===== src/rtl/ccr_pkg.sv =====
// Package for the clock counter replacement block: sizes, codes and the
// structs passed between the sequencer, the counter unit and the memory.
// Depends on nothing; every other file uses it.
package ccr_pkg;

  localparam int SLOTS      = 1024;
  localparam int COUNT_BITS = 8;

  localparam int SLOT_BITS = $clog2(SLOTS);
  localparam int FILL_BITS = $clog2(SLOTS + 1);
  localparam int IDX_W     = 10;

  localparam logic MODE_HIT = 1'b0;
  localparam logic MODE_REQ = 1'b1;

  typedef logic [SLOT_BITS-1:0]  slot_t;
  typedef logic [COUNT_BITS-1:0] count_t;

  typedef enum logic [2:0] {
    ST_CLEAR,
    ST_IDLE,
    ST_HIT,
    ST_SWEEP,
    ST_DONE
  } state_e;

  typedef enum logic {
    ALU_INC,
    ALU_DEC
  } alu_op_e;

  typedef struct packed {
    alu_op_e op;
    count_t  value;
  } alu_req_t;

  typedef struct packed {
    count_t value;
    logic   zero;
  } alu_rsp_t;

  typedef struct packed {
    logic   we;
    slot_t  waddr;
    count_t wdata;
    slot_t  raddr;
  } mem_req_t;

endpackage


===== src/rtl/ccr_alu.sv =====
// Shared counter unit: saturating increment for hits, decrement and zero
// test for the clock sweep. Depends on ccr_pkg.
module ccr_alu (
  input  ccr_pkg::alu_req_t req_i,
  output ccr_pkg::alu_rsp_t rsp_o
);
  import ccr_pkg::*;

  always_comb begin
    rsp_o.zero  = (req_i.value == '0);
    rsp_o.value = req_i.value;
    unique case (req_i.op)
      ALU_INC: begin
        if (req_i.value != '1) begin
          rsp_o.value = req_i.value + COUNT_BITS'(1);
        end
      end
      ALU_DEC: begin
        rsp_o.value = req_i.value - COUNT_BITS'(1);
      end
      default: rsp_o.value = req_i.value;
    endcase
  end

endmodule


===== config.mk =====
export PLATFORM = sky130hd
export DESIGN_NAME = ccr_alu
export DESIGN_NICKNAME = d
export VERILOG_FILES = /design/src/rtl/ccr_pkg.sv /design/src/rtl/ccr_alu.sv
export SDC_FILE = /design/constraint.sdc
export NUM_CORES = 1
export LEC_CHECK = 0
export ABC_AREA = 1
export BUFFER_PORTS_ARGS = -buffer_cell sky130_fd_sc_hd__buf_2
export CELL_PAD_IN_SITES_DETAIL_PLACEMENT = 1
export CELL_PAD_IN_SITES_GLOBAL_PLACEMENT = 1
export CORE_MARGIN = 4
export CORE_UTILIZATION = 36
export DETAILED_ROUTE_END_ITERATION = 7
export PLACE_DENSITY = 0.92
export SLEW_MARGIN = 20
export SYNTH_ARGS = -nofsm -noshare
export SYNTH_HDL_FRONTEND = slang
export SYNTH_SLANG_ARGS = --single-unit

===== constraint.sdc =====
create_clock -name vclk -period 1.25
set_input_delay 0 -clock vclk [all_inputs]
set_output_delay 0 -clock vclk [all_outputs]
set_load 0.1 [all_outputs]

# Yosys cells after proc, flatten, opt, wreduce, memory -nomap -nowiden
# Cells that the tools add are included.
# classes
n_mux,2
shift,0
magnitude_cmp,0
n_bitwise,1
addsub,2
n_reduce_logical,1
div,0
multipliers,0
eq_ne,1
# ops
cell,count
$pmux W8 S2,1
$add A8 B1 Y8 const B,1
$logic_not A8 Y1,1
$mux W8,1
$ne A8 B8 Y1 const B,1
$sub A8 B1 Y8 const B,1
$not A1 Y1,1
# word_totals
ram_bits,0
word_cells,7
mem_bits_ro,0
regBits,0
latch_bits,0
mem_count,0
output_inout_bits,9

# Depth between registers and ports, before layout
# logic_depth
word_depth,3
mapped_depth,8
ltp_nobuf,7

# Least setup slack after synthesis
# OpenSTA, ideal clock, no wires.
# synth_timing
path_type,input to output
start,input req_i[2] (netlist bit)
end,output rsp_o[0] (netlist bit)
required_time_ps,1250
path_slack_ps,-395
stages,4
arrival_time_ps,1645
path_cell_list,buf_6 nor2_1 nand2_1 nor2_1
# synth_lines
item,line_no,source
"start, declared",ccr_alu.sv:4,"input ccr_pkg::alu_req_t req_i,"
"end, declared",ccr_alu.sv:5,output ccr_pkg::alu_rsp_t rsp_o

==> run_summary.xml <==
<?xml version="1.0" encoding="UTF-8"?>
<metrics>
  <group name="outcome">
    <metric name="run_status" unit="">finished, final reports clean</metric>
  </group>
  <group name="synthesis">
    <metric name="synth-adder-area-share" unit="%">7.58</metric>
    <metric name="synth.lib_cells_used.distinct" unit="">20</metric>
    <metric name="syn-num-nets" unit="">108</metric>
    <metric name="syn-cell-area" unit="um2">495</metric>
    <metric name="synth_compound_area_share" unit="%">8.08</metric>
    <metric name="seq_area_frac_synth" unit="%">0</metric>
    <metric name="synth.yosys.warnings" unit="">0</metric>
    <metric name="muxShareOfSynthArea" unit="%">0</metric>
    <metric name="post_synthesis_cell_count" unit="">96</metric>
    <metric name="area_share_of_xor_xnor_cells_in_the_synthesized_design" unit="%">6.82</metric>
    <metric name="synthesis.area_per_instance" unit="um2">5.16</metric>
    <metric name="combinational_family_with_the_most_area_after_synthesis" unit="">simple AND/OR/NAND/NOR gates</metric>
    <metric name="synth_simple_gate_area_share" unit="%">63.9</metric>
  </group>
  <group name="setup_path">
    <metric name="critPathKind" unit="">in2out</metric>
    <metric name="critical_path_required" unit="ns">1.25</metric>
    <metric name="arrival" unit="ns">1.16</metric>
    <metric name="timing.critical_path.to_type" unit="">primary output</metric>
    <metric name="crit_fanout" unit="">6</metric>
    <metric name="sequence_of_cells_on_the_critical_path" unit="">buf_2 -&gt; ha_4 -&gt; nand2_1 -&gt; nor2_4 -&gt; nand2_4 -&gt; nor2_4 -&gt; xor2_4 -&gt; buf_12</metric>
    <metric name="critical_path.most_common_cell" unit="">sky130_fd_sc_hd__nor2_4</metric>
    <metric name="critical_path.slowest_cell" unit="">sky130_fd_sc_hd__buf_12</metric>
    <metric name="critical_path.max_stage_delay" unit="ns">0.19</metric>
    <metric name="setup.worst_path.start_class" unit="">input port</metric>
  </group>
  <group name="routing">
    <metric name="dr.pass1.iters" unit="">4</metric>
    <metric name="detailedRoute.firstIterationViolations" unit="">11</metric>
    <metric name="detail-route-antenna-nets" unit="">0</metric>
    <metric name="post_detailed_route_via_to_cell_ratio" unit="">5.35</metric>
    <metric name="wire_per_inst" unit="um">15.5</metric>
    <metric name="routed_wl" unit="um">2000</metric>
    <metric name="routed-via-count" unit="">690</metric>
    <metric name="drcViolationCount" unit="">0</metric>
  </group>
  <group name="pwr">
    <metric name="pwr-share-seq" unit="%">0</metric>
    <metric name="comb_power_share" unit="%">100.0</metric>
    <metric name="int_power" unit="uW">149</metric>
    <metric name="peak_supply_drop" unit="uV">461</metric>
    <metric name="netSwitchingFraction" unit="%">67.3</metric>
    <metric name="total_leakage_power" unit="uW">0.000401</metric>
    <metric name="pwr-share-clk" unit="%">0</metric>
    <metric name="total_switching_power" unit="uW">306</metric>
    <metric name="power_density" unit="mW/mm2">591</metric>
  </group>
  <group name="finish">
    <metric name="post_layout_nonfiller_instances" unit="">129</metric>
    <metric name="final.fill_count" unit="">182</metric>
    <metric name="drive_gt1_share" unit="%">28.9</metric>
    <metric name="number_of_clock_tree_buffers_in_the_layout" unit="">0</metric>
    <metric name="syn2layout_area_growth" unit="%">55.6</metric>
    <metric name="n_sequential_cell" unit="">0</metric>
    <metric name="design.final.nets" unit="">128</metric>
    <metric name="n_antenna_cell" unit="">0</metric>
    <metric name="seq_area" unit="um2">0</metric>
    <metric name="multi_input_area" unit="um2">463</metric>
  </group>
  <group name="timing">
    <metric name="finalSetupTns" unit="ns">0</metric>
    <metric name="timing_max_transition_violations_final" unit="">0</metric>
    <metric name="hold_ws" unit="ns">0.483</metric>
    <metric name="timing.final.crit_share" unit="%">92.9</metric>
    <metric name="finalCriticalPeriod" unit="ns">1.16</metric>
    <metric name="final_hold_viol_count" unit="">0</metric>
    <metric name="worst-slew-pin-transition" unit="ns">0.357</metric>
    <metric name="setup_viol_count_final" unit="">0</metric>
    <metric name="timing.slew.headroom" unit="%">76.1</metric>
    <metric name="max_clock_freq" unit="GHz">0.861</metric>
  </group>
  <group name="floorplan">
    <metric name="die_x" unit="um">45.1</metric>
    <metric name="floorplan.die.height" unit="um">45.1</metric>
    <metric name="design.die.area" unit="mm2">0.00203</metric>
    <metric name="initial_utilization" unit="%">38.1</metric>
    <metric name="ioPinCount" unit="">18</metric>
    <metric name="coreArea" unit="mm2">0.00130</metric>
    <metric name="num_rows" unit="">13</metric>
  </group>
  <group name="run">
    <metric name="max_cap_violations" unit="">0</metric>
  </group>
  <group name="grt">
    <metric name="track_usage" unit="%">22.5</metric>
    <metric name="first_global_vias" unit="">736</metric>
    <metric name="grt_antenna_before_repair" unit="">0</metric>
    <metric name="grt_start_max_net_pins" unit="">10</metric>
    <metric name="grt_overflow_total" unit="">0</metric>
    <metric name="grt_first_pass_wirelength" unit="um">3370</metric>
  </group>
  <group name="placed_design">
    <metric name="final_hpwl_dp" unit="um">1750</metric>
    <metric name="placedCellCount" unit="">129</metric>
    <metric name="gp_congestion" unit="">0.795</metric>
    <metric name="place.port_buffers" unit="">18</metric>
  </group>
  <group name="clock_network">
    <metric name="post_cts.repair.setup_buffers" unit="">0</metric>
    <metric name="cts_hold_buf" unit="">0</metric>
    <metric name="cts_repair_resize_count" unit="">0</metric>
  </group>
  <group name="worst_hold_path">
    <metric name="hp-class" unit="">in2out</metric>
  </group>
</metrics>
## logic make-up (layout without fill, tap and decap cells)
group,Yosys count,in the layout
xor+xnor,3,3
simple gates,68,68
compound gates,7,7
fa+ha+maj,3,3
buf+inv,15,33
## worst paths after layout
| kind | start | cells past startpoint | endpoint |
|---|---|---|---|
| max | req_i[1] | 8 | rsp_o[1] |
| min | req_i[7] | 5 | rsp_o[8] |
## layer usage
metal | track usage, % | share of wire [%]
met1 | 24.4 | 40
met2 | 43.2 | 53
met3 | 1.99 | 2.4
met4 | 9.94 | 4.3
met5 | 0 | 0
## cell type report
cell class	count	share of cell area, %
inverter	13	6.33
multi-input combinational	81	60.1
tap	15	2.44
timing repair buffer	20	31.2
## synth_stat cells
cell type | n | share of area, %
sky130_fd_sc_hd__buf_6 | 1 | 2.3
sky130_fd_sc_hd__nand2_2 | 1 | 1.3
sky130_fd_sc_hd__clkbuf_4 | 1 | 1.5
sky130_fd_sc_hd__nand3_1 | 17 | 17
sky130_fd_sc_hd__xnor2_1 | 1 | 1.8
sky130_fd_sc_hd__inv_2 | 1 | 0.76
sky130_fd_sc_hd__nand2_4 | 1 | 2.3
sky130_fd_sc_hd__nor2_4 | 3 | 6.8
sky130_fd_sc_hd__nand2_1 | 28 | 21
sky130_fd_sc_hd__nand4_1 | 2 | 2.5
sky130_fd_sc_hd__nor2_1 | 15 | 11
sky130_fd_sc_hd__o21ai_1 | 1 | 1.0
sky130_fd_sc_hd__ha_1 | 3 | 7.6
sky130_fd_sc_hd__xor2_2 | 1 | 3.3
sky130_fd_sc_hd__o21bai_1 | 1 | 1.5
sky130_fd_sc_hd__o21a_1 | 1 | 1.5
sky130_fd_sc_hd__or2_2 | 1 | 1.3
sky130_fd_sc_hd__xor2_1 | 1 | 1.8
sky130_fd_sc_hd__o21ai_0 | 4 | 4.0
sky130_fd_sc_hd__inv_1 | 12 | 9.1
## power by group through the flow
stage	clock network [uW]	logic, uW	registers, uW
floorplan	0	285	0
global placement	0	436	0
detailed placement	0	453	0
CTS	0	454	0
global route	0	479	0
finish	0	455	0
## stage by stage
stage | worst slack [ns] | power [uW] | cell area [um2] | util [%]
2_1_floorplan | -0.0567 | 285 | 518 | -
3_5_place_dp | 0.0195 | 453 | 758 | 58.3
5_1_grt | -0.000286 | 479 | 771 | 59.2
4_1_cts | 0.0158 | 454 | 758 | 58.3
3_3_place_gp | 0.107 | 436 | 758 | 58.3
6_report | 0.0888 | 455 | 771 | 59.2
## critical path, delay by kind of cell
| family | cells | cell delay (ns) |
|---|---|---|
| AND/OR/NAND/NOR | 4 | 0.46 |
| adder cells (fa/ha/maj) | 1 | 0.16 |
| XOR/XNOR | 1 | 0.18 |
| buffers and inverters | 2 | 0.35 |
## cells in the final DEF, fill, tap and decap left out
master                     count
sky130_fd_sc_hd__nand2_4       1
sky130_fd_sc_hd__o21ai_1       1
sky130_fd_sc_hd__ha_4          1
sky130_fd_sc_hd__ha_1          2
sky130_fd_sc_hd__inv_2         1
sky130_fd_sc_hd__nor2_4        3
sky130_fd_sc_hd__nor2_2        1
sky130_fd_sc_hd__o21a_2        1
sky130_fd_sc_hd__or2_2         1
sky130_fd_sc_hd__xor2_1        1
sky130_fd_sc_hd__nand3_2       1
sky130_fd_sc_hd__o21bai_1      1
sky130_fd_sc_hd__nand2_2       2
sky130_fd_sc_hd__buf_4         2
sky130_fd_sc_hd__nand3_1      16
sky130_fd_sc_hd__buf_2         9
sky130_fd_sc_hd__nand4_1       2
sky130_fd_sc_hd__nand2_1      27
sky130_fd_sc_hd__inv_1        12
sky130_fd_sc_hd__buf_12        9
sky130_fd_sc_hd__o21ai_0       4
sky130_fd_sc_hd__xor2_4        1
sky130_fd_sc_hd__xnor2_1       1
sky130_fd_sc_hd__nor2_1       14
Power figures use the tool's default switching activity.
