## src/rtl/ccr_pkg.sv

```systemverilog
// Package for the clock counter replacement block: sizes, codes and the
// structs passed between the sequencer, the counter unit and the memory.
// Depends on nothing; every other file uses it.
package ccr_pkg;

  localparam int SLOTS      = 1024;
  localparam int COUNT_BITS = 8;

  localparam int SLOT_BITS = $clog2(SLOTS);
  localparam int FILL_BITS = $clog2(SLOTS + 1);
  localparam int IDX_W     = 10;

  localparam logic MODE_HIT = 1'b0;
  localparam logic MODE_REQ = 1'b1;

  typedef logic [SLOT_BITS-1:0]  slot_t;
  typedef logic [COUNT_BITS-1:0] count_t;

  typedef enum logic [2:0] {
    ST_CLEAR,
    ST_IDLE,
    ST_HIT,
    ST_SWEEP,
    ST_DONE
  } state_e;

  typedef enum logic {
    ALU_INC,
    ALU_DEC
  } alu_op_e;

  typedef struct packed {
    alu_op_e op;
    count_t  value;
  } alu_req_t;

  typedef struct packed {
    count_t value;
    logic   zero;
  } alu_rsp_t;

  typedef struct packed {
    logic   we;
    slot_t  waddr;
    count_t wdata;
    slot_t  raddr;
  } mem_req_t;

endpackage

```

## src/rtl/ccr_seq.sv

```systemverilog
// Sequencer: clears the counters, runs hits, free-slot grants and victim
// sweeps, keeps the hand, fill count and output register. Uses ccr_pkg.
module ccr_seq (
  input  logic                      clk_i,
  input  logic                      rst_ni,
  input  logic                      in_valid_i,
  output logic                      in_ready_o,
  input  logic                      in_mode_i,
  input  logic [ccr_pkg::IDX_W-1:0] in_slot_i,
  output logic                      out_valid_o,
  input  logic                      out_ready_i,
  output logic [ccr_pkg::IDX_W-1:0] out_slot_o,
  output logic                      out_free_o,
  output ccr_pkg::mem_req_t         mem_req_o,
  input  ccr_pkg::count_t           mem_rdata_i,
  output ccr_pkg::alu_req_t         alu_req_o,
  input  ccr_pkg::alu_rsp_t         alu_rsp_i
);
  import ccr_pkg::*;

  localparam slot_t LAST_SLOT = SLOT_BITS'(SLOTS - 1);

  state_e                 state_q, state_d;
  slot_t                  hand_q, hand_d;
  logic [FILL_BITS-1:0]   fill_q, fill_d;
  slot_t                  addr_q, addr_d;
  logic [IDX_W-1:0]       res_slot_q, res_slot_d;
  logic                   res_free_q, res_free_d;
  logic                   out_valid_q, out_valid_d;
  logic [IDX_W-1:0]       out_slot_q, out_slot_d;
  logic                   out_free_q, out_free_d;
  slot_t                  hand_next;

  assign hand_next = (hand_q == LAST_SLOT) ? '0 : hand_q + SLOT_BITS'(1);

  always_ff @(posedge clk_i or negedge rst_ni) begin
    if (!rst_ni) begin
      state_q     <= ST_CLEAR;
      hand_q      <= '0;
      fill_q      <= '0;
      out_valid_q <= 1'b0;
    end else begin
      state_q     <= state_d;
      hand_q      <= hand_d;
      fill_q      <= fill_d;
      out_valid_q <= out_valid_d;
    end
  end

  always_ff @(posedge clk_i) begin
    addr_q     <= addr_d;
    res_slot_q <= res_slot_d;
    res_free_q <= res_free_d;
    out_slot_q <= out_slot_d;
    out_free_q <= out_free_d;
  end

  always_comb begin
    state_d     = state_q;
    hand_d      = hand_q;
    fill_d      = fill_q;
    addr_d      = addr_q;
    res_slot_d  = res_slot_q;
    res_free_d  = res_free_q;
    out_valid_d = out_valid_q;
    out_slot_d  = out_slot_q;
    out_free_d  = out_free_q;
    in_ready_o  = 1'b0;
    mem_req_o   = '{we: 1'b0, waddr: hand_q, wdata: alu_rsp_i.value, raddr: hand_q};
    alu_req_o   = '{op: ALU_DEC, value: mem_rdata_i};

    if (out_valid_q && out_ready_i) begin
      out_valid_d = 1'b0;
    end

    unique case (state_q)
      ST_CLEAR: begin
        // The hand doubles as the clear address and wraps back to zero.
        mem_req_o.we    = 1'b1;
        mem_req_o.wdata = '0;
        hand_d          = hand_next;
        if (hand_q == LAST_SLOT) begin
          state_d = ST_IDLE;
        end
      end
      ST_IDLE: begin
        in_ready_o = 1'b1;
        if (in_valid_i) begin
          if (in_mode_i == MODE_HIT) begin
            if (32'(in_slot_i) < SLOTS) begin
              mem_req_o.raddr = SLOT_BITS'(in_slot_i);
              addr_d          = SLOT_BITS'(in_slot_i);
              state_d         = ST_HIT;
            end
          end else if (fill_q < FILL_BITS'(SLOTS)) begin
            res_slot_d = IDX_W'(fill_q);
            res_free_d = 1'b1;
            fill_d     = fill_q + FILL_BITS'(1);
            state_d    = ST_DONE;
          end else begin
            mem_req_o.raddr = hand_q;
            state_d         = ST_SWEEP;
          end
        end
      end
      ST_HIT: begin
        alu_req_o.op    = ALU_INC;
        mem_req_o.we    = 1'b1;
        mem_req_o.waddr = addr_q;
        state_d         = ST_IDLE;
      end
      ST_SWEEP: begin
        hand_d = hand_next;
        if (alu_rsp_i.zero) begin
          res_slot_d = IDX_W'(hand_q);
          res_free_d = 1'b0;
          state_d    = ST_DONE;
        end else begin
          mem_req_o.we    = 1'b1;
          mem_req_o.raddr = hand_next;
        end
      end
      ST_DONE: begin
        if (!out_valid_q || out_ready_i) begin
          out_valid_d = 1'b1;
          out_slot_d  = res_slot_q;
          out_free_d  = res_free_q;
          state_d     = ST_IDLE;
        end
      end
      default: state_d = ST_IDLE;
    endcase
  end

  assign out_valid_o = out_valid_q;
  assign out_slot_o  = out_slot_q;
  assign out_free_o  = out_free_q;

`ifndef SYNTH
  a_fill_bound: assert property (@(posedge clk_i) disable iff (!rst_ni)
    fill_q <= FILL_BITS'(SLOTS))
    else $error("fill count passed the slot count");

  a_sweep_write_nonzero: assert property (@(posedge clk_i) disable iff (!rst_ni)
    (state_q == ST_SWEEP && mem_req_o.we) |-> !alu_rsp_i.zero)
    else $error("sweep decremented a counter at zero");

  a_hand_step: assert property (@(posedge clk_i) disable iff (!rst_ni)
    (state_q == ST_SWEEP) |=> (hand_q == (($past(hand_q) == LAST_SLOT) ? '0
                                          : $past(hand_q) + SLOT_BITS'(1))))
    else $error("hand did not advance by one slot in the sweep");

  a_free_only_while_filling: assert property (@(posedge clk_i) disable iff (!rst_ni)
    (state_q == ST_SWEEP) |-> (fill_q == FILL_BITS'(SLOTS)))
    else $error("sweep started before all slots were handed out");
`endif

endmodule

```

## config.mk

```make
export PLATFORM = sky130hd
export DESIGN_NAME = ccr_seq
export DESIGN_NICKNAME = d
export VERILOG_FILES = /design/src/rtl/ccr_pkg.sv /design/src/rtl/ccr_seq.sv
export SDC_FILE = /design/constraint.sdc
export NUM_CORES = 1
export LEC_CHECK = 0
export CAP_MARGIN = 40
export CORE_MARGIN = 4
export CORE_UTILIZATION = 45
export DETAILED_ROUTE_END_ITERATION = 7
export DONT_BUFFER_PORTS = 1
export PLACE_DENSITY = 0.61
export SLEW_MARGIN = 20
export SYNTH_ARGS = -nofsm -noshare
export SYNTH_HDL_FRONTEND = slang
export SYNTH_SLANG_ARGS = --single-unit
```

## constraint.sdc

```tcl
create_clock -name clk_i -period 1.9 [get_ports clk_i]
set_clock_uncertainty 0.1 [all_clocks]
set_input_delay 0.38 -clock clk_i [delete_from_list [all_inputs] [get_ports clk_i]]
set_output_delay 0.38 -clock clk_i [all_outputs]
set_load 0.02 [all_outputs]
```

-- Word level (Yosys, flattened, before mapping)
Cells that the tools add are included.
- add/subtract/negate cells: 2
- reductions and logical operators: 12
- bitwise gates (word level): 1
- order comparisons: 1
- eq/ne operators: 11
- multiplexer cells: 31
- operators by type and width (kind ; count):
    $mux 10 ; 9
    $pmux 10 s2 ; 2
    $mux 3 ; 6
    $ne 2x2->1 const B ; 6
    $pmux 3 s4 ; 1
    $add 11x1->11 const B ; 1
    $lt 11x11->1 const B ; 1
    $add 10x1->10 const B ; 1
    $eq 10x10->1 const B ; 1
    $mux 1 ; 10
    $mux 8 ; 1
    $reduce_and 4->1 ; 2
    $eq 3x2->1 const B ; 2
    $reduce_and 5->1 ; 1
    $pmux 1 s2 ; 2
    $reduce_or 2->1 ; 2
    $eq 3x1->1 const B ; 1
    $eq 3x3->1 const B ; 1
    $logic_not 3->1 ; 1
    $reduce_and 3->1 ; 1
    $reduce_and 2->1 ; 1
    $reduce_bool 2->1 ; 1
    $logic_and 1x1->1 ; 1
    $logic_not 1->1 ; 1
    other kinds (2) ; 2
- output and inout port bits: 51
- bits in registers: 57
- bits of input ports: 32
- word-level logic and storage cells: 67

-- Depth between registers and ports, before layout
Gate-level depths: netlist of the first run.
- depth in word-level cells: 5
- gate-level depth with buffers: 6
- mapped depth without buffers: 6

-- Worst setup path after synthesis of the first run
OpenSTA, ideal clock, no wires.
- path type: register to output
- start: reg state_q[2]
- end: out mem_req_o[2] in the netlist's numbering
- path buffers: 0
- arrival: 1700 ps
- stages on the path, launching flop included: 7
- slack: -280 ps
- required time: 1420 ps
- path through: dfrtp_1 nand2b_2 nor2_1 nand2_1 inv_1 a22oi_1 o21ai_0
- RTL lines (what ; line ; source):
    from (decl) ; ccr_seq.sv:23 ; state_e state_q, state_d;
    from (signal assigned) ; ccr_seq.sv:43 ; state_q <= state_d;
    to (decl) ; ccr_seq.sv:14 ; output ccr_pkg::mem_req_t mem_req_o,

==> metrics.txt, run 1 <==
sequential power share=30.2%; Global Route Usage Sum=20.2%; Seq/Total Area, Yosys=52.3%; share of layout cells above drive strength 1=52.4%; Synth Area in Simple Gates=17.2%; Arrival @ worst endpoint=1760 ps; syn_area_per_cell=11.4 um^2; crit path kind=reg -> out; met3 GRT Util=6.01%; peak supply drop=1.07 mV; hold_ws=30.7 ps; setup violators final=29; met2 track demand over resource=32.4%; Tcrit/Tclk final=118%; Yosys Warn Count=0; critical path launch point type=register; Synth Register Bits=57; total CTS buffers=9; # diodes=0; Buf+Inv Stages, Crit Path=2; Pleak=0.00173 uW; Synth Area in Adders=0.825%; Worst-path clk slew=80 ps; failing checks=setup timing; Layout area overhead=40.5%; CP max FO=6; DRC Markers=0; post-synthesis compound-gate area fraction=12.7%; drt total wl=8.49 mm; total number of vias=2453; die area=8120 um^2; Slew @ Worst Pin=392 ps; clock sink count=57; switch share=40.3%; number of flops mapped to enable cells by yosys=32; switching power=2530 uW; H-tree Lvls=3; main combinational cell family by area after synthesis=simple AND/OR/NAND/NOR gates; Initial Util=47.0%; Cell variety after synth=56; cell chain of the critical path=buf_6, nor3_4, buf_6, mux2_4; Post-Syn Area=3030 um^2; I/O pins=83; Net Count, Synth=299; mux contribution to synthesized area=7.80%; met1 Use GR=25.8%; Int Power=3740 uW; clk_lat worst skew=340 ps; Avg WL per Cell=20.8 um; R2R depth=6; vias in the first global route=2423; run status=finished, violations left; Gate Count Post-Synth=265; RSZ-0062 raised after global routing=true; CP peak stage delay=450 ps; Setup WS post-layout=-335 ps; Min-Delay Path Class=in -> reg; DR vias/cell=6.00; Post-synth ARST share=43.9%; largest net degree at the start of global routing=26; Slowest-stage cell, CP=dfrtp_2; initial antenna violation count=0; fmax=447 MHz; DP HPWL=5.47 mm; Final Hold Vio Count=0; TritonCTS clock tree=done; Max-slew headroom=73.8%; crit end category=output port; nets@finish=361; first-pass GRT wire length=12.8 mm; GRT Residual Overflow=0; Core ar.=6460 um^2; port bufs=0; Final min period=2240 ps; power per cell area=1470 nW/um^2; FP Rows=29; Most used DFF post-synth=edfxtp_1; CP dominant cell by count=buf_6; root buffer cell=clkbuf_8; GPL Wtd Cong=0.847; Most Crowded Layer GR=met2; Max Cap Viol=0; critical path depth=4; Clk pwr share=20.4%; DRT Pass-1 Iters=4; Largest delay share family, worst path=flip-flops; WP data required=1420 ps; Die X=90.1 um; post-route ant nets=0; combinational share of power=49.4%; Worst Hold Depth=0; worst-case clock buffer depth=2; Post-Synth XOR/XNOR Area=3.75%; pre-CTS WS=-52.0 ps; 1st-iter DRT viols=140; fin. max-slew vios=0; die height=90.1 um
-- cell type report --
| cell class | instances | area [um^2] |
|---|---|---|
| sequential | 57 | 1600 |
| tap | 77 | 96.3 |
| timing repair buffer | 75 | 682 |
| multi-input combinational | 178 | 1640 |
| inverter | 6 | 25.0 |
| fill | 476 | 2200 |
| clock buffer | 9 | 124 |
| clock inverter | 7 | 103 |
-- power groups by stage --
stage               sequential, uW  combinational [uW]  clock [uW]
floorplan                     1760                1610           0
global placement              1820                2360           0
detailed placement            1830                2380           0
CTS                           1850                2620        1300
global route                  1930                3290        1360
finish                        1900                3100        1280
-- cells in the final DEF (no fill, tap or decap), types with 3 or more instances in the layout --
master,Yosys,layout
mux2_2,13,3
nand3_2,0,4
nand2_1,22,17
clkinv_4,0,3
nand3_1,9,4
nor2b_4,0,7
a22oi_2,0,3
a21oi_2,0,3
mux2_4,0,10
nand2_2,0,5
dfrtp_2,0,7
nor2_1,7,5
xor2_1,4,4
o22a_1,3,3
buf_12,0,3
nor2b_1,10,3
clkbuf_8,0,9
o22ai_1,3,3
dfrtp_1,25,18
edfxtp_1,32,32
nor3_2,1,5
buf_4,11,50
a21oi_1,13,10
and3_1,5,4
nand4_1,4,4
buf_6,0,21
o21ai_0,8,4
inv_1,6,4
nand2b_1,4,3
mux2_1,8,8
xnor2_1,9,9
-- synth_stat cells, types with 4 or more instances --
cell type,count,area [um^2]
mux2_2,13,146
xnor2_1,9,78.8
nand2_1,22,82.6
inv_1,6,22.5
nor2_1,7,26.3
o21ai_0,8,40.0
xor2_1,4,35.0
dfrtp_1,25,626
mux2_1,8,90.1
nand2b_1,4,25.0
nor3_1,6,30.0
buf_2,9,45.0
clkbuf_1,4,15.0
nand3_1,9,45.0
a21oi_1,13,65.1
nor2b_1,10,62.6
nand4_1,4,25.0
buf_4,11,82.6
and3_1,5,31.3
o31ai_1,4,30.0
edfxtp_1,32,961
-- final timing paths --
kind,endpoint,from,slack (ps)
max,mem_req_o[19],state_q[2],-340
min,addr_q[3],in_slot_i[3],30
max reg2reg,hand_q[7],state_q[0],30
min reg2reg,out_slot_o[1],res_slot_q[1],320
max in group asynchronous,state_q[2],rst_ni,1110
min in group asynchronous,state_q[1],rst_ni,410
-- cell families (layout without fill, tap and decap cells) --
| kind of cell | Yosys count | count (layout) |
|---|---|---|
| mux | 21 | 21 |
| fa+ha+maj | 2 | 2 |
| compound gates | 55 | 55 |
| flops | 57 | 57 |
| buf+inv | 30 | 97 |
| xor+xnor | 13 | 13 |
| simple gates | 87 | 87 |
-- flip-flops by register name (all words and copies together), names as in the netlist --
register,count
addr_q,10
fill_q,11
hand_q,10
out_free_o,1
out_slot_o,10
out_valid_o,1
res_free_q,1
res_slot_q,10
state_q,3
-- routing by layer --
layer	up-vias	wire length [um]
li1	1106	-
met1	1176	3420
met2	141	4110
met3	30	698
met4	0	264
met5	-	0
-- metrics by stage --
step	util, %	std cells	area, um^2	TNS (ps)	total power [uW]
6_report	66.0	409	4260	-8420	6280
5_1_grt	66.0	409	4260	-10060	6590
4_1_cts	61.6	404	3980	-7400	5770
3_5_place_dp	54.1	379	3490	-70.9	4210
3_3_place_gp	54.1	379	3490	-64.0	4180
2_1_floorplan	-	265	3070	-128	3370
-- worst reg2reg max path: stages (launching register included) --
cell and delay (ps):
dfrtp_2 490, buf_6 150, or2_4 260, buf_4 150, a21o_1 250, o31ai_1 240, o41ai_1 110
-- repair_timing --
action,4_1_cts,5_1_grt
hold buffers,2,0
setup buffers,6,6
pin swaps,10,8
setup endpoints to repair,29,30
endpoints found under the hold margin,25,0
resized for setup,50,58
cloned,1,0
Note: power is estimated with default switching activity, not from simulation.
==> run 2: changes to the inputs <==
--- a/config.mk
+++ b/config.mk
@@ -5,6 +5,7 @@
 export SDC_FILE = /design/constraint.sdc
 export NUM_CORES = 1
 export LEC_CHECK = 0
+export ABC_AREA = 1
 export CAP_MARGIN = 40
 export CORE_MARGIN = 4
 export CORE_UTILIZATION = 45
==> run 2 against run 1 <==
The flow still finishes with violations (setup timing). Synthesized cell count grew 39%. Maximum frequency increased by 1.7%. Sequential cell count is the same. Count of clock-buffer cells in the layout is 1 higher. Highest routed layer unchanged. Global-route usage fell by 1.2 points.
==> metrics.txt, run 2 <==
run status=finished, violations left (unchanged); Biggest register=fill_q (unchanged); Max-slew headroom=66.5% (was 73.8%); DRC Markers=0 (unchanged); switch share=44.1% (was 40.3%); met1 Use GR=24.4% (was 25.8%); Post-Syn Area=3110 um^2 (was 3030 um^2); Post-synth ARST share=43.9% (unchanged); H-tree Lvls=3 (unchanged); Min-Delay Path Class=in -> reg (unchanged); Yosys Warn Count=0 (unchanged); Gate Count Post-Synth=368 (was 265); Seq/Total Area, Yosys=51.1% (was 52.3%); first-pass GRT wire length=12.4 mm (was 12.8 mm); commonest cells in the netlist=nand2_1 (90), inv_1 (39), nor2_1 (34), o21ai_0 (33), edfxtp_1 (32) (was edfxtp_1 (32), dfrtp_1 (25), nand2_1 (22), a21oi_1 (13), mux2_2 (13)); root buffer cell=clkbuf_8 (unchanged); Finished Cell Area=4120 um^2 (was 4260 um^2); drt total wl=8.38 mm (was 8.49 mm); I/O pins=83 (unchanged); fin util=61.0% (was 66.0%); syn_area_per_cell=8.44 um^2 (was 11.4 um^2); Most Crowded Layer GR=met2 (unchanged); crit end category=output port (unchanged); Pleak=0.00181 uW (was 0.00173 uW); peak supply drop=0.898 mV (was 1.07 mV); commonest non-fill, non-tap cell in the layout=nand2_1 (was buf_4); Tcrit/Tclk final=116% (was 118%); fmax=455 MHz (was 447 MHz); Final Hold Vio Count=0 (unchanged); largest cells by area after synthesis=edfxtp_1 (31%), dfrtp_1 (20%), nand2_1 (11%) (was edfxtp_1 (32%), dfrtp_1 (21%), mux2_2 (4.8%)); crit path kind=reg -> out (unchanged); RSZ-0062 raised after global routing=true (unchanged); post-route ant nets=0 (unchanged); WP data required=1420 ps (about the same); DP Area=3450 um^2 (was 3490 um^2); Die X=91.1 um (was 90.1 um); Most used DFF post-synth=edfxtp_1 (unchanged); Setup WS post-layout=-298 ps (was -335 ps); number of flops mapped to enable cells by yosys=32 (unchanged); DP HPWL=5.65 mm (was 5.47 mm); Clk pwr share=18.4% (was 20.4%); worst-case clock buffer depth=2 (unchanged); initial antenna violation count=0 (unchanged); min-delay src=in_slot_i[9] (was in_slot_i[3]); Avg WL per Cell=16.6 um (was 20.8 um); clock sink count=57 (unchanged); TritonCTS clock tree=done (unchanged); Max Cap Viol=0 (unchanged); FP Rows=30 (was 29); total number of vias=2736 (was 2453); total CTS buffers=9 (unchanged); clk_lat worst skew=330 ps (was 340 ps); failing checks=setup timing (unchanged); 1st-iter DRT viols=260 (was 140); most frequent cell after synthesis=nand2_1 (was edfxtp_1); Core ar.=6760 um^2 (was 6460 um^2); Int Power=3500 uW (was 3740 uW); Worst-path clk slew=70 ps (was 80 ps); GPL Wtd Cong=0.908 (was 0.847); critical path launch point type=register (unchanged); Layout area overhead=32.8% (was 40.5%); post-synth top area cell=edfxtp_1 (unchanged); Cell variety after synth=32 (was 56); Arrival @ worst endpoint=1720 ps (was 1760 ps); switching power=2760 uW (was 2530 uW); fin. max-slew vios=0 (unchanged); vias in the first global route=2463 (was 2423); combinational share of power=50.4% (was 49.4%); power per cell area=1520 nW/um^2 (was 1470 nW/um^2); Final min period=2200 ps (was 2240 ps); DR vias/cell=5.42 (was 6.00); fill cell count=564 (was 476); max reg flops=11 (unchanged); port bufs=0 (unchanged); die area=8290 um^2 (was 8120 um^2); Synth Register Bits=57 (unchanged); # diodes=0 (unchanged); met3 GRT Util=5.14% (was 6.01%); Slew @ Worst Pin=502 ps (was 392 ps); CP startpoint=hand_q[1] (was state_q[2]); Net Count, Synth=402 (was 299); Final Total Pwr=6260 uW (was 6280 uW); most frequent cells in the layout=nand2_1 (84), buf_4 (39), inv_1 (36) (was buf_4 (50), edfxtp_1 (32), buf_6 (21)); worst r2r src=hand_q[1] (was state_q[0]); sequential power share=31.2% (was 30.2%); CP max FO=6 (unchanged); DRT Pass-1 Iters=5 (was 4); GRT Residual Overflow=0 (unchanged); share of layout cells above drive strength 1=33.2% (was 52.4%); Global Route Usage Sum=19.0% (was 20.2%); top cell type's share of synthesized area=30.9% (was 31.7%); nets@finish=454 (was 361); largest net degree at the start of global routing=26 (unchanged); met2 track demand over resource=32.2% (was 32.4%); setup violators final=20 (was 29); die height=91.1 um (was 90.1 um); Initial Util=46.0% (was 47.0%)
## run 2: changes by cell type after synthesis, moves of 7 or more
cell     change
mux2_2      -13
mux2_1       -8
o21ai_0     +25
nor2_1      +27
nand2_1     +68
nor2b_1     -10
nand3_1     +14
inv_1       +33
xnor2_1      -7
a21oi_1     +10
## run 2: final cells by class
| cell class | count | area [um^2] | share of cell area [%] |
|---|---|---|---|
| clock inverter | 6 | 67.6 | 1.64 |
| clock buffer | 10 | 128 | 3.09 |
| timing repair buffer | 56 | 546 | 13.2 |
| multi-input combinational | 248 | 1510 | 36.6 |
| tap | 80 | 100 | 2.43 |
| inverter | 48 | 188 | 4.55 |
| sequential | 57 | 1590 | 38.5 |
## run 2: stage by stage
stage,TNS [ps],setup slack (ps),hold WS (ps),instances
2_1_floorplan,0,0.499,-15.6,368
3_5_place_dp,-10.6,-6.48,-14.3,475
6_report,-4490,-298,36.6,505
5_1_grt,-6430,-457,26.4,505
4_1_cts,-4480,-283,31.5,496
3_3_place_gp,0,34.1,-13.9,475
## run 2: power groups by stage
stage | Sequential, uW | Clock (uW) | Combinational [uW]
final | 1960 | 1150 | 3150
after floorplan | 1950 | 0 | 1720
after CTS | 1940 | 1160 | 2760
after global placement | 1960 | 0 | 2520
after detailed placement | 1960 | 0 | 2530
after global routing | 1990 | 1230 | 3390
## run 2: critical path, cell delays in order (launching register included)
cell and delay [ps]:
dfrtp_1 360, ha_2 190, nand2_2 70, nor2_1 90
nand3b_1 220, nand2_1 150, nand2_1 60, o21ai_1 100
nand3_2 150
## run 2: final timing paths
check | end | slack, ps | cells past startpoint
max | mem_req_o[1] | -300 | 8
min | addr_q[9] | 40 | 0
max reg2reg | state_q[0] | 110 | 10
min reg2reg | out_slot_o[7] | 320 | 0
max in group asynchronous | hand_q[2] | 1150 | 2
min in group asynchronous | fill_q[5] | 380 | 2
## run 2: cells by family (layout without fill, tap and decap cells)
logic type / Yosys count / in the layout / synth area share, %
buf+inv: 63 / 120 / 9.39
compound gates: 68 / 68 / 11.7
xor+xnor: 10 / 10 / 2.82
flops: 57 / 57 / 51.1
simple gates: 168 / 168 / 24.2
fa+ha+maj: 2 / 2 / 0.806
## run 2: routing by layer
layer / up-vias / share of wire (%)
li1: 1305 / -
met1: 1333 / 44
met2: 84 / 50
met3: 14 / 4.7
met4: 0 / 1.3
met5: - / 0
## run 2: what timing repair did
action | in CTS | in global routing
pin swaps | 9 | 13
cloned | 0 | 3
resized for setup | 35 | 51
endpoints found under the hold margin | 25 | 0
hold buffers | 2 | 0
setup buffers | 3 | 6
setup endpoints to repair | 21 | 40
==> run 3: changes to the inputs <==
--- a/config.mk
+++ b/config.mk
@@ -6,11 +6,11 @@
 export NUM_CORES = 1
 export LEC_CHECK = 0
 export ABC_AREA = 1
-export CAP_MARGIN = 40
 export CORE_MARGIN = 4
 export CORE_UTILIZATION = 45
 export DETAILED_ROUTE_END_ITERATION = 7
 export DONT_BUFFER_PORTS = 1
+export HOLD_SLACK_MARGIN = 0.1
 export PLACE_DENSITY = 0.61
 export SLEW_MARGIN = 20
 export SYNTH_ARGS = -nofsm -noshare
==> run 3 against run 2 <==
The flow still finishes with violations (setup timing). Global-route usage grew 0.30 points. Maximum frequency fell by 1.4%. Total power grew 0.63%. Non-clock buffer count rose by 10. Final area rose by 2.4%. First-iteration DRC count fell by 15%. Cell count increased by 2.0%. Critical path depth unchanged. Wire length increased by 4.6%. Die area did not move. Largest cell class unchanged. Sequential cell count unchanged. Sequential power about the same.
==> metrics.txt, run 3 (synthesized netlist as in run 2, its figures left out) <==
failing checks=setup timing (unchanged); DRC Markers=0 (unchanged); Core ar.=6760 um^2 (unchanged); fmax=449 MHz (was 455 MHz); Finished Cell Area=4220 um^2 (was 4120 um^2); RSZ-0062 raised after global routing=true (unchanged); Worst-path clk slew=70 ps (about the same); CP peak stage delay=420 ps (was 360 ps); clk_lat worst skew=340 ps (was 330 ps); fin. max-slew vios=0 (unchanged); CP startpoint=state_q[2] (was hand_q[1]); Arrival @ worst endpoint=1750 ps (was 1720 ps); CP dominant cell by count=nand2_1 (unchanged); setup violators final=20 (unchanged); crit path kind=reg -> out (unchanged); port bufs=0 (unchanged); Min-Delay Path Class=in -> reg (unchanged); Final min period=2230 ps (was 2200 ps); Pleak=0.00185 uW (was 0.00181 uW); fill cell count=536 (was 564); Final Hold Vio Count=0 (unchanged); I/O pins=83 (unchanged); Slew @ Worst Pin=501 ps (was 502 ps); reg-to-reg critical path endpoint=state_q[0] (unchanged); total CTS buffers=9 (unchanged); run status=finished, violations left (unchanged); commonest non-fill, non-tap cell in the layout=nand2_1 (unchanged); GRT Residual Overflow=0 (unchanged); Tcrit/Tclk final=117% (was 116%); share of layout cells above drive strength 1=32.4% (was 33.2%); nets@finish=464 (was 454); CP max FO=4 (was 6); critical path launch point type=register (unchanged); CP endpoint=mem_req_o[8] (was mem_req_o[1]); crit end category=output port (unchanged); DP HPWL=5.65 mm (unchanged); Layout area overhead=36.0% (was 32.8%); initial antenna violation count=0 (unchanged); root buffer cell=clkbuf_8 (unchanged); power per cell area=1490 nW/um^2 (was 1520 nW/um^2); post-route ant nets=0 (unchanged); most frequent cells in the layout=nand2_1 (84), buf_4 (39), inv_1 (36) (unchanged); DR vias/cell=5.50 (was 5.42); DP Area=3450 um^2 (unchanged); die height=91.1 um (unchanged); DRT Pass-1 Iters=5 (unchanged); pre-CTS WS=-6.48 ps (unchanged); worst r2r src=hand_q[1] (unchanged); peak supply drop=0.973 mV (was 0.898 mV); Final Total Pwr=6300 uW (was 6260 uW); die area=8290 um^2 (unchanged); WP data required=1420 ps (about the same); Max Cap Viol=0 (unchanged); hold_ws=126 ps (was 36.6 ps); R2R depth=10 (unchanged); drt total wl=8.76 mm (was 8.38 mm); Reg2Reg Setup Slack=100 ps (was 110 ps); TritonCTS clock tree=done (unchanged); max reg flops=11 (unchanged); Biggest register=fill_q (unchanged); largest net degree at the start of global routing=26 (unchanged); GPL Wtd Cong=0.908 (unchanged); Slowest-stage cell, CP=dfrtp_1 (unchanged); Die X=91.1 um (unchanged); Max-slew headroom=66.6% (was 66.5%); H-tree Lvls=3 (unchanged); Avg WL per Cell=17.0 um (was 16.6 um); cell chain of the critical path=nor2_4, nand2_4, buf_4, nor2_2, nand2_1, nand2_1, o211ai_1, nand2_2 (was ha_2, nand2_2, nor2_1, nand3b_1, nand2_1, nand2_1, o21ai_1, nand3_2); clock sink count=57 (unchanged); first-pass GRT wire length=12.7 mm (was 12.4 mm); total number of vias=2834 (was 2736); FP Rows=30 (unchanged); worst-case clock buffer depth=2 (unchanged); vias in the first global route=2533 (was 2463); Setup WS post-layout=-329 ps (was -298 ps); # diodes=0 (unchanged); Initial Util=46.0% (unchanged); 1st-iter DRT viols=221 (was 260); Global Route Usage Sum=19.3% (was 19.0%)
run 3: cell types whose count changed in the layout (fill, tap and decap cells not counted):
cell / delta
dlygate4sd3_1: +10
run 3: final cells by class:
| cell class | count | area (um^2) | area share (%) |
|---|---|---|---|
| Inverter | 48 | 188 | 4.44 |
| Multi-Input combinational cell | 248 | 1510 | 35.7 |
| Clock buffer | 10 | 128 | 3.02 |
| Clock inverter | 6 | 67.6 | 1.60 |
| Sequential cell | 57 | 1590 | 37.6 |
| Timing Repair Buffer | 66 | 646 | 15.3 |
| Tap cell | 80 | 100 | 2.37 |
run 3: power by group:
group | leakage, uW | switching (uW) | total [uW] | internal [uW]
clock | 0.0000929 | 535 | 1150 | 610
combinational | 0.00115 | 1990 | 3200 | 1210
sequential | 0.000609 | 257 | 1960 | 1700
total | 0.00185 | 2780 | 6300 | 3520
run 3: through the flow:
step,util (%),TNS (ps),cells
6_report,62.5,-4360,515
5_1_grt,62.5,-6050,515
4_1_cts,58.1,-4480,506
3_5_place_dp,51.1,-10.6,475
3_3_place_gp,51.1,0,475
2_1_floorplan,-,0,368
run 3: worst max-delay path, delay by kind of cell (launching register included):
kind	cells	cell delay, ps
AND/OR/NAND/NOR	6	730
flip-flops	1	420
buffers and inverters	1	170
AO/OA/AOI/OAI	1	100
run 3: how the worst min path moves through the flow:
stage | slack (ps) | start | endpoint | depth (start not counted)
floorplan | -20 | rst_ni | fill_q[0] | 0
global placement | -10 | rst_ni | fill_q[7] | 0
detailed placement | -10 | rst_ni | out_valid_o | 0
CTS | 120 | out_ready_i | out_valid_o | 3
global route | 140 | out_ready_i | out_valid_o | 3
finish | 130 | out_ready_i | out_valid_o | 3
run 3: what timing repair did:
item                                    CTS  global route
gates cloned                              0             3
endpoints found under the hold margin    35             0
pin swaps                                 9            12
buffers inserted                          3             6
hold buffers                             12             0
endpoints found under the setup margin   21            40
resized for setup                        35            51
run 3: layer usage:
layer / routed length, um / track usage [%] / vias to the layer above / part of all wire [%]
met1: 3570 / 25.1 / 1335 / 41
met3: 610 / 5.22 / 37 / 7.0
met2: 4300 / 31.9 / 139 / 49
met5: 0 / 0 / - / 0
li1: - / - / 1323 / -
met4: 274 / 4.52 / 0 / 3.1
